**src/hw/rtl/tdp_pkg.sv**
```systemverilog
// Package for the touchpad disable policy block.
// Holds the state and event codes, item types and depth helpers.
// Depends on nothing.
package tdp_pkg;

  localparam int TimerBitsDef = 16;
  localparam int TimeoutW     = 16;
  localparam int ApbAddrW     = 5;
  localparam int ApbDataW     = 32;

  typedef enum logic [1:0] {
    TP_ENABLED  = 2'd0,
    TP_DISABLED = 2'd1,
    TP_TAP_OFF  = 2'd2
  } tp_state_t;

  typedef enum logic [2:0] {
    ACT_TICK     = 3'd0,
    ACT_KB_START = 3'd1,
    ACT_KB_END   = 3'd2,
    ACT_MOUSE    = 3'd3,
    ACT_TOGGLE   = 3'd4,
    ACT_REPORT   = 3'd5
  } action_t;

  typedef enum logic [2:0] {
    REG_KB_DISABLE  = 3'd0,
    REG_KB_TAP_ONLY = 3'd1,
    REG_MOUSE_DIS   = 3'd2,
    REG_KB_TIMEOUT  = 3'd3,
    REG_NOTIFY      = 3'd4
  } reg_idx_t;

  typedef struct packed {
    logic [2:0] action;
    logic       mouse_present;
    logic [1:0] reported_state;
    logic       confirmed;
  } in_item_t;

  typedef struct packed {
    logic [1:0] touchpad_state;
    logic       state_written;
    logic       enabled_changed;
    logic       notify;
    logic       need_confirm;
  } out_item_t;

  function automatic logic [1:0] depth_of(input logic [1:0] s);
    logic [1:0] d;
    unique case (s)
      TP_DISABLED: d = 2'd2;
      TP_TAP_OFF:  d = 2'd1;
      default:     d = 2'd0;
    endcase
    return d;
  endfunction

  function automatic logic deeper(input logic [1:0] a, input logic [1:0] b);
    return depth_of(a) > depth_of(b);
  endfunction

endpackage

```
**src/hw/rtl/touchpad_disable_policy.sv**
```systemverilog
// Top level of the touchpad disable policy block.
// Uses tdp_pkg for codes, item types and the state depth helpers.
//
//   Port group   Handshake                 Carries
//   in_*         in_valid / in_ready       one event item
//   out_*        out_valid / out_ready     one result item per event
//   APB          psel / penable / pready   five policy registers
//
// An event is taken into an input register, evaluated combinationally and its
// result lands in the output register, so one item is taken every cycle while
// the output register is not stalled.
// The input register moves on whenever the output register is empty or
// being taken, so a stalled result stops new items only after one more.
// Reset is synchronous on rst_n low; it restores all state but the two item registers.
module touchpad_disable_policy
  import tdp_pkg::*;
#(
  parameter int TIMER_BITS = TimerBitsDef
) (
  input  logic                clk,
  input  logic                rst_n,
  input  logic                in_valid,
  output logic                in_ready,
  input  logic [2:0]          in_action,
  input  logic                in_mouse_present,
  input  logic [1:0]          in_reported_state,
  input  logic                in_confirmed,
  output logic                out_valid,
  input  logic                out_ready,
  output logic [1:0]          out_touchpad_state,
  output logic                out_state_written,
  output logic                out_enabled_changed,
  output logic                out_notify,
  output logic                out_need_confirm,
  input  logic                psel,
  input  logic                penable,
  input  logic                pwrite,
  input  logic [ApbAddrW-1:0] paddr,
  input  logic [ApbDataW-1:0] pwdata,
  output logic [ApbDataW-1:0] prdata,
  output logic                pready
);

  localparam int LoadW = (TIMER_BITS > TimeoutW) ? TIMER_BITS : TimeoutW;

  logic                kb_dis_r, kb_tap_r, mouse_dis_r, notify_en_r;
  logic [TimeoutW-1:0] kb_tmo_r;

  logic       s1_valid_r, s1_adv;
  in_item_t   s1_item_r;
  logic       out_valid_r;
  out_item_t  out_item_r, out_item_nxt;

  logic [1:0]            cur_r, cur_nxt;
  logic [1:0]            smouse_r, smouse_nxt;
  logic [1:0]            skb_r, skb_nxt;
  logic                  kba_r, kba_nxt;
  logic                  ma_r, ma_nxt;
  logic [TIMER_BITS-1:0] tcnt_r, tcnt_nxt;
  logic                  trun_r, trun_nxt;

  logic [LoadW-1:0]      tmo_ext, tmax_ext;
  logic [TIMER_BITS-1:0] load_val;
  logic [1:0]            kb_tgt;
  logic                  cfg_wr;

  assign pready = 1'b1;
  assign cfg_wr = psel && penable && pwrite;

  always_ff @(posedge clk) begin
    if (!rst_n) begin
      kb_dis_r    <= 1'b1;
      kb_tap_r    <= 1'b1;
      mouse_dis_r <= 1'b0;
      kb_tmo_r    <= TimeoutW'(1000);
      notify_en_r <= 1'b1;
    end else if (cfg_wr) begin
      case (paddr[4:2])
        REG_KB_DISABLE:  kb_dis_r    <= pwdata[0];
        REG_KB_TAP_ONLY: kb_tap_r    <= pwdata[0];
        REG_MOUSE_DIS:   mouse_dis_r <= pwdata[0];
        REG_KB_TIMEOUT:  kb_tmo_r    <= pwdata[TimeoutW-1:0];
        REG_NOTIFY:      notify_en_r <= pwdata[0];
        default: ;
      endcase
    end
  end

  always_comb begin
    case (paddr[4:2])
      REG_KB_DISABLE:  prdata = ApbDataW'(kb_dis_r);
      REG_KB_TAP_ONLY: prdata = ApbDataW'(kb_tap_r);
      REG_MOUSE_DIS:   prdata = ApbDataW'(mouse_dis_r);
      REG_KB_TIMEOUT:  prdata = ApbDataW'(kb_tmo_r);
      REG_NOTIFY:      prdata = ApbDataW'(notify_en_r);
      default:         prdata = '0;
    endcase
  end

  assign s1_adv    = !out_valid_r || out_ready;
  assign in_ready  = !s1_valid_r || s1_adv;
  assign out_valid = out_valid_r;

  always_ff @(posedge clk) begin
    if (!rst_n) begin
      s1_valid_r  <= 1'b0;
      out_valid_r <= 1'b0;
    end else begin
      if (in_ready) begin
        s1_valid_r <= in_valid;
      end
      if (s1_adv) begin
        out_valid_r <= s1_valid_r;
      end
    end
  end

  always_ff @(posedge clk) begin
    if (in_valid && in_ready) begin
      s1_item_r <= '{action: in_action, mouse_present: in_mouse_present,
                     reported_state: in_reported_state, confirmed: in_confirmed};
    end
    if (s1_adv && s1_valid_r) begin
      out_item_r <= out_item_nxt;
    end
  end

  assign tmo_ext  = LoadW'(kb_tmo_r);
  assign tmax_ext = LoadW'({TIMER_BITS{1'b1}});
  assign load_val = (tmo_ext > tmax_ext) ? tmax_ext[TIMER_BITS-1:0]
                                         : tmo_ext[TIMER_BITS-1:0];
  assign kb_tgt   = kb_tap_r ? TP_TAP_OFF : TP_DISABLED;

  always_comb begin
    logic       kb_go;
    logic [1:0] tgt;
    cur_nxt      = cur_r;
    smouse_nxt   = smouse_r;
    skb_nxt      = skb_r;
    kba_nxt      = kba_r;
    ma_nxt       = ma_r;
    tcnt_nxt     = tcnt_r;
    trun_nxt     = trun_r;
    out_item_nxt = '0;
    kb_go        = 1'b0;
    tgt          = cur_r;
    unique case (s1_item_r.action)
      ACT_TICK: begin
        if (trun_r) begin
          if (tcnt_r <= TIMER_BITS'(1)) begin
            tcnt_nxt = '0;
            trun_nxt = 1'b0;
            if (kba_r) begin
              kba_nxt = 1'b0;
              cur_nxt = skb_r;
              out_item_nxt.state_written = 1'b1;
            end
          end else begin
            tcnt_nxt = tcnt_r - TIMER_BITS'(1);
          end
        end
      end
      ACT_KB_START, ACT_KB_END: begin
        kb_go = !kba_r && kb_dis_r;
        if (kb_go) begin
          trun_nxt = 1'b0;
          kba_nxt  = 1'b1;
          skb_nxt  = cur_r;
          if (deeper(kb_tgt, cur_r)) begin
            cur_nxt = kb_tgt;
            out_item_nxt.state_written = 1'b1;
          end
        end
        if (s1_item_r.action == ACT_KB_END) begin
          tcnt_nxt = load_val;
          trun_nxt = 1'b1;
        end
      end
      ACT_MOUSE: begin
        ma_nxt = s1_item_r.mouse_present && mouse_dis_r;
        if (ma_nxt != ma_r) begin
          if (ma_nxt) begin
            smouse_nxt = kba_r ? cur_r : skb_r;
            tgt = deeper(cur_r, TP_DISABLED) ? cur_r : TP_DISABLED;
          end else begin
            tgt = deeper(smouse_r, cur_r) ? cur_r : smouse_r;
          end
          skb_nxt = tgt;
          if (!ma_nxt && kba_r && deeper(kb_tgt, tgt)) begin
            tgt = kb_tgt;
          end
          if (tgt != cur_r) begin
            cur_nxt = tgt;
            out_item_nxt.state_written = 1'b1;
            out_item_nxt.notify = ma_nxt && notify_en_r;
          end
        end
      end
      ACT_TOGGLE: begin
        if (cur_r == TP_ENABLED && !s1_item_r.mouse_present && !s1_item_r.confirmed) begin
          out_item_nxt.need_confirm = 1'b1;
        end else begin
          cur_nxt = (cur_r == TP_ENABLED) ? TP_DISABLED : TP_ENABLED;
          out_item_nxt.state_written = 1'b1;
        end
      end
      ACT_REPORT: begin
        if (s1_item_r.reported_state <= TP_TAP_OFF) begin
          cur_nxt = s1_item_r.reported_state;
        end
      end
      default: ;
    endcase
    out_item_nxt.touchpad_state  = cur_nxt;
    out_item_nxt.enabled_changed = (cur_r == TP_ENABLED) != (cur_nxt == TP_ENABLED);
  end

  always_ff @(posedge clk) begin
    if (!rst_n) begin
      cur_r    <= TP_ENABLED;
      smouse_r <= TP_ENABLED;
      skb_r    <= TP_ENABLED;
      kba_r    <= 1'b0;
      ma_r     <= 1'b0;
      tcnt_r   <= '0;
      trun_r   <= 1'b0;
    end else if (s1_adv && s1_valid_r) begin
      cur_r    <= cur_nxt;
      smouse_r <= smouse_nxt;
      skb_r    <= skb_nxt;
      kba_r    <= kba_nxt;
      ma_r     <= ma_nxt;
      tcnt_r   <= tcnt_nxt;
      trun_r   <= trun_nxt;
    end
  end

  assign out_touchpad_state  = out_item_r.touchpad_state;
  assign out_state_written   = out_item_r.state_written;
  assign out_enabled_changed = out_item_r.enabled_changed;
  assign out_notify          = out_item_r.notify;
  assign out_need_confirm    = out_item_r.need_confirm;

`ifndef SYNTHESIS
  a_state_code: assert property (@(posedge clk) disable iff (!rst_n)
    cur_r != 2'd3)
    else $error("Current state holds an unused code.");

  a_ready_when_empty: assert property (@(posedge clk) disable iff (!rst_n)
    !out_valid_r |-> in_ready)
    else $error("Input refused while the output register is empty.");

  a_notify_disabled: assert property (@(posedge clk) disable iff (!rst_n)
    out_valid && out_notify |-> out_touchpad_state == TP_DISABLED && out_state_written)
    else $error("Notify raised without a full disable.");

  a_confirm_no_write: assert property (@(posedge clk) disable iff (!rst_n)
    out_valid && out_need_confirm |->
      !out_state_written && out_touchpad_state == TP_ENABLED)
    else $error("Confirmation request came with a state change.");
`endif

endmodule
```
**config.mk**
```make
export PLATFORM = sky130hd
export DESIGN_NAME = touchpad_disable_policy
export DESIGN_NICKNAME = d
export VERILOG_FILES = /design/src/hw/rtl/tdp_pkg.sv /design/src/hw/rtl/touchpad_disable_policy.sv
export SDC_FILE = /design/constraint.sdc
export NUM_CORES = 1
export LEC_CHECK = 0
export ABC_AREA = 1
export BUFFER_PORTS_ARGS = -buffer_cell sky130_fd_sc_hd__buf_2
export CORE_MARGIN = 5
export CORE_UTILIZATION = 58
export CTS_CLUSTER_DIAMETER = 120
export CTS_CLUSTER_SIZE = 12
export DETAILED_ROUTE_END_ITERATION = 10
export PLACE_DENSITY_LB_ADDON = 0.15
export SLEW_MARGIN = 20
export SYNTH_ARGS = -nofsm -noshare
export SYNTH_HDL_FRONTEND = slang
export SYNTH_SLANG_ARGS = --single-unit
```
**constraint.sdc**
```tcl
create_clock -name clk -period 5.6 [get_ports clk]
set_input_delay 0.84 -clock clk [delete_from_list [all_inputs] [get_ports clk]]
set_output_delay 0.84 -clock clk [all_outputs]
set_load 0.01 [all_outputs]
```
After elaboration in Yosys (flattened, before gate mapping)

Index checks and enable logic that the tools add are counted.

Reduce and logical (&&, ||, !) cells: 38
$add $sub $neg: 1
$lt $le $gt $ge: 7
Eq/ne operators: 26
Mux-type cells: 73

Operators by type and width:

| kind                  | count |
|---|---|
| $mux 2                | 41 |
| $pmux 16 s5           | 1 |
| $mux 16               | 4 |
| $pmux 16 s2           | 1 |
| $pmux 2 s2            | 5 |
| $mux 1                | 17 |
| $gt 16x16->1 const B  | 1 |
| $le 16x1->1 const B   | 1 |
| $sub 16x1->16 const B | 1 |
| $eq 3x2->1 const B    | 4 |
| $reduce_and 2->1      | 6 |
| $reduce_and 4->1      | 3 |
| $logic_and 1x1->1     | 11 |
| $ne 2x2->1 const B    | 5 |
| $pmux 2 s5            | 1 |
| $eq 3x3->1 const B    | 3 |
| $eq 2x1->1 const B    | 4 |
| $eq 2x2->1 const B    | 4 |
| $gt 2x2->1            | 4 |
| $eq 3x1->1 const B    | 2 |
| $logic_not 1->1       | 6 |
| $logic_not 3->1       | 2 |
| $reduce_and 3->1      | 2 |
| $reduce_and 5->1      | 1 |
| 10 further kinds      | 15 |

Logic and storage cells: 168
Bits in registers: 60
Output and inout bits: 41

Depth between registers and ports, before layout

Gate-level depths: netlist of the first run.

Word-level depth: 25
Mapped depth: 24

Worst setup path after synthesis of the first run

Ideal clock, no wire load.

Path type: flip-flop to flip-flop
Start point: register smouse_r[1]
End point: register out_item_r, in the netlist out_enabled_changed, data pin
Cell stages (with the launch flop): 22
Arrival: 2.569 ns
Library setup time: 0.252 ns
Clock period less this slack: 2.821 ns
Path slack: 2.779 ns
Path through: dfxtp_1 > inv_1 > or2_2 > ha_1 > nor2_1 > nand2_2 > nand2_2 > nand2_1 > nand2_1 > nand3_1 > nor2_1 > ha_1 > a211oi_1 > nand3_1 > nand2_1 > nand2_1 > nand2_1 > nand2_1 > nand2_2 > nand2_1 > nand2_1 > nand2_1

RTL lines:

| item                   | RTL line                       | RTL |
|---|---|---|
| start, declared        | touchpad_disable_policy.sv:55  | `logic [1:0] smouse_r, smouse_nxt;` |
| start signal, assigned | touchpad_disable_policy.sv:229 | `smouse_r <= smouse_nxt;` |
| end signal, assigned   | touchpad_disable_policy.sv:124 | `out_item_r <= out_item_nxt;` |
| end, declared          | touchpad_disable_policy.sv:52  | `out_item_t out_item_r, out_item_nxt;` |

==> results of run 1 <==
## kinds of logic (layout without fill, tap and decap cells)
family	after synthesis	in the layout	share of synthesized area, %
flip-flops	60	60	37.1
buffers and inverters	95	134	13.2
AO/OA/AOI/OAI	114	114	18.7
XOR/XNOR	11	11	2.68
other	2	17	0.209
adder cells (fa/ha/maj)	8	8	2.79
AND/OR/NAND/NOR	195	195	25.3
## critical path: cells and delay by family, from the launching register on
kind / cells / cell delay (ns)
and+or+nand+nor: 17 / 1.53
DFF: 1 / 0.53
adders and majority gates: 2 / 0.50
AOI/OAI and AO/OA: 1 / 0.30
buffers and inverters: 1 / 0.11
## cell usage in the layout (no fill, tap or decap), types with 2 or more instances in the layout
cell type  netlist  final
a21oi_2          2      2
a31oi_1          2      2
nor3_1           4      4
o211ai_1         6      6
nor3_4           2      2
nor2_4           4      4
ha_1             8      8
or2_2            2      2
clkbuf_8         0      9
conb_1           2     17
a21oi_1         53     53
inv_4            2      2
dfxtp_1         47     47
nand2_1         82     82
clkinv_1         0      3
xor2_1           7      7
nand2_2          8      8
inv_1           53     53
o21bai_1         3      3
o21ai_0         23     23
nand3_1         28     28
buf_2            3     56
xnor2_1          4      4
a221oi_1         2      2
nor2_2           6      6
o21ai_1         11     11
inv_2            7      7
edfxtp_1        13     13
a221oi_2         2      2
nand4_1          6      6
nor2_1          49     49
o22ai_1          2      2
## path summary, 6_finish.rpt
check                                  from                            end  slack, ns
setup / recovery      cur_r[1]$_SDFFE_PN0P_  out_enabled_changed$_DFFE_PP_       2.37
setup reg to reg      cur_r[1]$_SDFFE_PN0P_  out_enabled_changed$_DFFE_PP_       2.37
hold / removal    kb_tmo_r[10]$_SDFFE_PN0P_      kb_tmo_r[10]$_SDFFE_PN0P_       0.47
hold reg to reg   kb_tmo_r[10]$_SDFFE_PN0P_      kb_tmo_r[10]$_SDFFE_PN0P_       0.47
## routing by layer
layer	vias to the layer above	track usage, %	routed length (µm)
met3	16	5.96	612
met4	0	7.83	125
li1	1673	-	-
met2	126	33.9	3690
met5	-	0	0
met1	1520	30.4	3840
## sequential cells by signal (all words and copies together) (netlist names), 2 cells and up
signal	flops
cur_r	2
tcnt_r	16
smouse_r	2
s1_item_r	7
kb_tmo_r	16
out_touchpad_state	2
skb_r	2
## metrics by stage
stage	power, µW	utilization, %	std cells
floorplan	633	-	500
CTS	1030	66.6	614
global placement	660	63.5	598
global route	1080	66.6	614
finish	1030	66.6	614
detailed placement	665	63.5	598
## area by class of cell
class                           count  share of cell area, %
Tap cell                           75                   2.37
Inverter                           62                   5.99
Sequential cell                    60                   33.6
Multi-Input combinational cell    345                   46.4
Clock buffer                       10                   3.22
Clock inverter                      6                   1.39
Timing Repair Buffer               56                   7.07
## power by group through the flow
stage               registers (µW)  logic (µW)  clock network [µW]
floorplan                      478         155                   0
global placement               482         178                   0
detailed placement             482         183                   0
CTS                            473         185                 373
global route                   475         208                 393
finish                         473         186                 368
==> flow_summary.ini, run 1 <==
[run_status]
status = completed

[cts]
cts_made_buffers = 9
clkTransAtPathRegs_ns = 0.07
root_buffer = clkbuf_8
post_cts_resized = 0
cts_setup_buffers = 0
ctsHoldBuffers = 0
cts_sinks = 60
htreeDepth = 3
cts_tree = built
worstSkewPairLatency_ns = 0.34
clockBufferDepth = 2

[setup_path]
crit_type = flip-flop to flip-flop
worstPathCellList = inv_4, nor2_1, ha_1, nor2_1, nand2_2, nand2_2, nand2_1, nand2_1, nand3_1, nor2_1, ha_1, a211oi_1, nand3_1, nand2_1, nand2_1, nand2_1, nand2_1, nand2_2, nand2_1, nand2_1, nand2_1
arrival_ns = 3.33
r2r_cells = 21
endpoint_kind = flip-flop
critPathLaunchType = flip-flop
cp_max_fo = 8
critical_path.max_stage_delay_ns = 0.53
cp_slowest_cell = dfxtp_1
crit_top_cell = nand2_1
critPathRequiredTime_ns = 5.70

[grt]
grt_pass1_vias = 2978
grtUsageTotal_pct = 22.3
grt_max_degree = 37
antenna_found_initial = 0
overflow = 0
grt_pass1_wl_mm = 13.7

[cells_and_area]
multi_input_area_mm2 = 0.00184
seqCellArea_mm2 = 0.00133
fillers = 523
nets = 593
drive_above_1_share_pct = 20.4
final_cell_area_mm2 = 0.00397
area_growth_pct = 10.5
n_antenna_cell = 0

[yosys]
synthCells = 485
synth_cell_type_count = 45
avgSynthCellArea_um2 = 7.40
synth_warnings = 0
syn-cell-area_mm2 = 0.00359
synth.most_common_cell = nand2_1
ys_ff_latch = 60
synthTopCellsByArea = dfxtp_1, edfxtp_1, nand2_1, a21oi_1, inv_1
synth_edf_count = 13
seq_area_frac_synth_pct = 37.1
yosysTopAreaCellShare_pct = 26.2
ys.flop_type = dfxtp_1
ys_async_sr_fraction_pct = 0
synthTopCellsByCount = nand2_1, a21oi_1, inv_1, nor2_1, dfxtp_1
synth_top_area_cell = dfxtp_1

[pwr]
p_clk_share_pct = 35.9
switching_power_uw = 302
seq_power_share_pct = 46.1
p_sw_share_pct = 29.4
p_comb_share_pct = 18.1
leakage_uw = 0.00187
ir_drop_mv = 0.163
p_per_area_mw_per_mm2 = 259
internal-power_uw = 724

[sta]
finalHoldViolations = 0
slew-limit-headroom_pct = 58.3
setup_violations = 0
post-route-period-util_pct = 57.7
min_period_ns = 3.23
worst_slack_ns = 2.37
max_freq_mhz = 309
worstMarginPinSlew_ns = 0.625
drv_slew = 0
clock_skew_ns = 0.00438
setup_tns_ns = 0
rsz0062_at_grt = false
holdWs_ns = 0.473

[placed_design]
portBuffers = 56
place_area_mm2 = 0.00378
place.gp.congestion = 0.891
place_ws_ns = 2.40
post-dp-hpwl_mm = 6.08

[die]
die_w_um = 88.7
dieArea_mm2 = 0.00786
fp.dieH_um = 88.7
num_rows = 28
core-area_mm2 = 0.00596
ios = 92
floorplan.initialDensity_pct = 60.3

[detailed_routing]
vias = 3335
ant_nets = 0
wire_per_inst_um = 13.5
wirelength_mm = 8.26
firstDrtPassIters = 5
drtIter0Drc = 280
remaining_drc_errors = 0
avgViaCountPerCell = 5.43

[hold_path]
hold_class = flip-flop to flip-flop
hold_depth = 2

[run]
drv_cap = 0
(Power assumes the default switching activity.)
==> run 2, diff against run 1 <==
Settings changed: CORE_UTILIZATION 58 to 48.
Clock period 5.6 ns to 2.9 ns, I/O delays scaled along.
==> run 2 against run 1 <==
Against the previous run: clock-buffer cell count stayed put; critical path type unchanged; clock skew grew 0.0034 ns; cell area grew 6.7%; sequential share of layout area fell by 2.1 points; critical path depth is the same; non-clock buffer count grew 13; clock power grew 97%.
==> flow_summary.ini, run 2 (same netlist as run 1, synthesis figures left out) <==
[sta]
setup_violations = 0
drv_slew = 0
worst_slack_ns = 0.106
worstMarginPinSlew_ns = 0.505
post-route-period-util_pct = 96.3
finalHoldViolations = 0
clock_skew_ns = 0.00781
rsz0062_at_grt = true
slew-limit-headroom_pct = 66.3
holdWs_ns = 0.266
max_freq_mhz = 358
min_period_ns = 2.79
setup_tns_ns = 0

[cells_and_area]
area_growth_pct = 17.9
final_common_cell = nand2_1
top_regs = kb_tmo_r (16), tcnt_r (16), s1_item_r (7)
nets = 606
final_cell_mix = nand2_1, buf_2, a21oi_1
final_cell_area_mm2 = 0.00423
drive_above_1_share_pct = 26.8
layout.cells.non_filler = 651
n_antenna_cell = 0

[hold_path]
hold_class = primary input to flip-flop
hold_depth = 1

[die]
num_rows = 31
dieArea_mm2 = 0.00931
die_w_um = 96.5
core-area_mm2 = 0.00725
fp.dieH_um = 96.5
floorplan.initialDensity_pct = 49.5
ios = 92

[detailed_routing]
wirelength_mm = 8.52
wire_per_inst_um = 13.1
ant_nets = 0
avgViaCountPerCell = 5.06
firstDrtPassIters = 4
remaining_drc_errors = 0
drtIter0Drc = 172
vias = 3295

[setup_path]
r2r_cells = 21
endpoint_kind = flip-flop
critPathRequiredTime_ns = 2.99
critical_path_depth = 21
arrival_ns = 2.89
critPathLaunchType = flip-flop
path_delay_family = simple AND/OR/NAND/NOR gates
critical_path.max_stage_delay_ns = 0.33
cp_max_fo = 3
cp_slowest_cell = dfxtp_2
crit_top_cell = nand2_1
crit_type = flip-flop to flip-flop
worstPathCellList = inv_2, or2_4, ha_4, nor2_4, nand2_2, nand2_4, nand2_2, nand2_2, nand3_4, nor2_4, ha_4, a211oi_4, nand3_2, nand2_2, nand2_1, nand2_1, nand2_1, nand2_2, nand2_1, nand2_1, nand2_1
cp_num_buf_inv = 1

[cts]
clockBufferDepth = 2
ctsHoldBuffers = 0
clkTransAtPathRegs_ns = 0.07
cts_made_buffers = 9
root_buffer = clkbuf_8
worstSkewPairLatency_ns = 0.34
htreeDepth = 3
cts_tree = built
cts_sinks = 60

[run_status]
status = completed

[pwr]
internal-power_uw = 1420
seq_power_share_pct = 44.9
p_comb_share_pct = 19.3
ir_drop_mv = 0.334
p_clk_share_pct = 35.8
p_per_area_mw_per_mm2 = 478
switching_power_uw = 606
p_sw_share_pct = 29.9
leakage_uw = 0.00196

[placed_design]
place_ws_ns = -0.151
dp_cells = 632
portBuffers = 56
post-dp-hpwl_mm = 6.26
place.gp.congestion = 0.902
place_area_mm2 = 0.00389

[grt]
grt_pass1_vias = 3029
grtUsageTotal_pct = 19.2
antenna_found_initial = 0
overflow = 0
grt_pass1_wl_mm = 13.9
grt_max_degree = 36

[run]
drv_cap = 0
==> run 2: path summary, 6_finish.rpt <==
path | startpoint | to | slack (ns)
worst max-delay path | smouse_r[1]$_SDFFE_PN0P_ | out_enabled_changed$_DFFE_PP_ | 0.11
worst min register to register | kb_tmo_r[2]$_SDFFE_PN0P_ | kb_tmo_r[2]$_SDFFE_PN0P_ | 0.48
worst min-delay path | in_action[1] | s1_item_r[5]$_DFFE_PP_ | 0.27
worst max register to register | smouse_r[1]$_SDFFE_PN0P_ | out_enabled_changed$_DFFE_PP_ | 0.11
==> run 2: what timing repair did <==
item | in CTS | in global routing
endpoints found under the setup margin | 4 | 5
gates resized for setup | 8 | 23
buffers inserted | 1 | 2
pin swaps | 6 | 16
==> run 2: worst register-to-register path, stage by stage, from the launching register on <==
cell	delay (ns)
dfxtp_2	0.33
inv_2	0.04
or2_4	0.23
ha_4	0.23
nor2_4	0.08
nand2_2	0.07
nand2_4	0.08
nand2_2	0.05
nand2_2	0.09
nand3_4	0.08
nor2_4	0.12
ha_4	0.22
a211oi_4	0.29
nand3_2	0.16
nand2_2	0.11
nand2_1	0.05
nand2_1	0.06
nand2_1	0.07
nand2_2	0.07
nand2_1	0.05
nand2_1	0.05
nand2_1	0.05
==> run 2: per-layer routing <==
metal,vias to the layer above,global-route usage (%),routed length [µm]
met5,-,0,0
met4,0,7.71,153
met3,13,3.18,405
met2,77,29.8,3910
met1,1512,26.7,4050
li1,1693,-,-
==> run 2: final cells by class <==
type,count,area (µm²)
clock buffer,10,128
tap,99,124
sequential,60,1330
timing repair buffer,69,378
multi-input combinational,345,1980
fill,717,3020
clock inverter,6,55.1
inverter,62,238
==> run 2: metrics by stage <==
step | total power (µW) | utilization, %
floorplan | 1220 | -
global placement | 1290 | 53.6
detailed placement | 1290 | 53.6
CTS | 2010 | 56.7
global route | 2130 | 58.4
finish | 2020 | 58.4
==> run 2: power by group through the flow <==
stage	Combinational (µW)	Clock [µW]	Sequential, µW
floorplan	299	0	922
global placement	361	0	926
CTS	374	732	908
detailed placement	368	0	926
finish	390	725	908
global route	437	780	912
==> run 3, diff against run 2 <==
Settings changed: ABC_AREA 1 to 0, BUFFER_PORTS_ARGS -buffer_cell sky130_fd_sc_hd__buf_2 to -buffer_cell sky130_fd_sc_hd__buf_4.
==> run 3 against run 2 <==
Against the previous run: the run now ends with setup timing left; clock skew rose by 0.0018 ns; first-iteration DRC count rose by 59%; register-to-register slack got worse by 0.44 ns; critical path type unchanged; critical endpoint unchanged; largest cell class unchanged; largest power group unchanged; highest routed layer unchanged.
==> flow_summary.ini, run 3 <==
[yosys]
synthTopCellsByArea = dfxtp_1, edfxtp_1, nand2_1, nor2_1, a21oi_1
syn-cell-area_mm2 = 0.00365
synth_top_area_cell = dfxtp_1
synthTopCellsByCount = nand2_1, dfxtp_1, nor2_1, a21oi_1, o21ai_0
synth_warnings = 0
synth_edf_count = 13
ys_async_sr_fraction_pct = 0
yosysTopAreaCellShare_pct = 25.7
ys_ff_latch = 60
synth_cell_type_count = 64
synth.most_common_cell = nand2_1
synthCells = 457
avgSynthCellArea_um2 = 8.00
ys.flop_type = dfxtp_1
seq_area_frac_synth_pct = 36.4

[grt]
antenna_found_initial = 0
grtUsageTotal_pct = 20.5
grt_pass1_vias = 3300
grt_max_degree = 24
overflow = 0
grt_pass1_wl_mm = 16.1

[cells_and_area]
final_cell_area_mm2 = 0.00463
fillers = 646
drive_above_1_share_pct = 25.5
n_antenna_cell = 0
area_growth_pct = 26.7
nets = 592
final_cell_mix = buf_4, nand2_1, dfxtp_1
final_common_cell = buf_4
postLayoutCoreUtil_pct = 63.2
top_regs = kb_tmo_r (16), tcnt_r (16), s1_item_r (7)

[die]
ios = 92
fp.dieH_um = 97.3
die_w_um = 97.3
core-area_mm2 = 0.00733
dieArea_mm2 = 0.00946
floorplan.initialDensity_pct = 49.9
num_rows = 31

[cts]
cts_tree = built
cts_sinks = 60
clkTransAtPathRegs_ns = 0.07
clockBufferDepth = 2
htreeDepth = 3
cts_made_buffers = 9
root_buffer = clkbuf_8
worstSkewPairLatency_ns = 0.34

[pwr]
p_sw_share_pct = 28.0
leakage_uw = 0.00189
p_clk_share_pct = 38.9
seq_power_share_pct = 44.3
internal-power_uw = 1460
total_power_uw = 2020
p_comb_share_pct = 16.8
p_per_area_mw_per_mm2 = 437
switching_power_uw = 567
ir_drop_mv = 0.215

[sta]
rsz0062_at_grt = true
max_freq_mhz = 309
slew-limit-headroom_pct = 51.3
worst_slack_ns = -0.335
post-route-period-util_pct = 112
drv_slew = 0
finalHoldViolations = 0
clock_skew_ns = 0.00960
worstMarginPinSlew_ns = 0.726
min_period_ns = 3.23
setup_violations = 6

[setup_path]
cp_max_fo = 3
endpoint_kind = flip-flop
arrival_ns = 3.33
critPathRequiredTime_ns = 3.00
crit_type = flip-flop to flip-flop
critPathLaunchType = flip-flop

[detailed_routing]
remaining_drc_errors = 0
avgViaCountPerCell = 5.48
ant_nets = 0
wirelength_mm = 9.67
drtIter0Drc = 273
wire_per_inst_um = 15.2
firstDrtPassIters = 5
vias = 3493

[placed_design]
portBuffers = 56
place.gp.congestion = 0.916
place_area_mm2 = 0.00424
place_ws_ns = -0.213
post-dp-hpwl_mm = 6.89

[run_status]
status = finished, violations left
violations = setup timing

[hold_path]
hold_class = primary input to flip-flop

[run]
drv_cap = 0
==> run 3: path summary, 6_finish.rpt <==
check / from / to / slack [ns] / cells past startpoint
hold reg to reg: kb_tmo_r[5]$_SDFFE_PN1P_ / kb_tmo_r[5]$_SDFFE_PN1P_ / 0.48 / 2
setup reg to reg: cur_r[1]$_SDFFE_PN0P_ / out_enabled_changed$_DFFE_PP_ / -0.33 / 16
setup / recovery: cur_r[1]$_SDFFE_PN0P_ / out_enabled_changed$_DFFE_PP_ / -0.33 / 16
hold / removal: in_action[0] / s1_item_r[4]$_DFFE_PP_ / 0.27 / 1
==> run 3: cell type report <==
cell class	count	area [µm²]	area share (%)
Clock buffer	10	138	2.97
Inverter	11	41.3	0.892
Multi-Input combinational cell	359	2220	48.0
Tap cell	99	124	2.67
Sequential cell	60	1330	28.8
Timing Repair Buffer	92	698	15.1
Clock inverter	6	71.3	1.54
==> run 3: timing repair <==
action / CTS / global route
pin swaps: 8 / 15
hold buffers: 0 / 0
buffers inserted: 13 / 3
setup endpoints to repair: 6 / 7
resized for setup: 8 / 11
hold endpoints to repair: 0 / 0
==> run 3: power by group through the flow <==
stage	clock, µW	sequential [µW]	combinational [µW]
3_5_place_dp	0	915	323
4_1_cts	807	896	328
2_1_floorplan	0	908	236
6_report	786	897	339
3_3_place_gp	0	915	320
5_1_grt	840	900	371
==> run 3: metrics by stage <==
| step | TNS (ns) | hold WS (ns) | std cells |
|---|---|---|---|
| 2_1_floorplan | -1.48 | 0.444 | 472 |
| 3_3_place_gp | -0.359 | 0.459 | 608 |
| 3_5_place_dp | -0.638 | 0.474 | 608 |
| 4_1_cts | -0.542 | 0.244 | 637 |
| 5_1_grt | -2.37 | 0.246 | 637 |
| 6_report | -1.37 | 0.266 | 637 |
==> run 3: worst max-delay path: stages (launching register included) <==
cell and delay (ns):
dfxtp_2 0.33, nor2b_4 0.18, ha_4 0.22, or2_4 0.23, a211oi_2 0.25, nand2b_1 0.13
nand2_2 0.09, ha_4 0.20, nor2b_4 0.12, o211ai_1 0.20, buf_4 0.17, buf_6 0.11
nor3b_4 0.19, o22ai_2 0.12, nor3_2 0.23, a2bb2oi_2 0.17, xor2_1 0.07
==> run 3: routing by layer <==
layer	share of wire, %	up-vias	GRT usage, %
met5	0	-	0
met4	1.4	0	6.71
met3	7.7	11	4.81
met2	44	130	31.5
met1	47	1605	28.4
li1	-	1747	-
==> run 3: kinds of logic after synthesis <==
kind of cell               count (synthesis)  share of synthesized area (%)
AOI/OAI and AO/OA                        111                           20.8
xor gates and xnor gates                   4                          0.959
adders and majority gates                  8                           2.74
buffers and inverters                     53                           7.29
DFF                                       60                           36.4
muxes                                     13                           3.56
other                                      2                          0.205
and+or+nand+nor                          206                           28.0
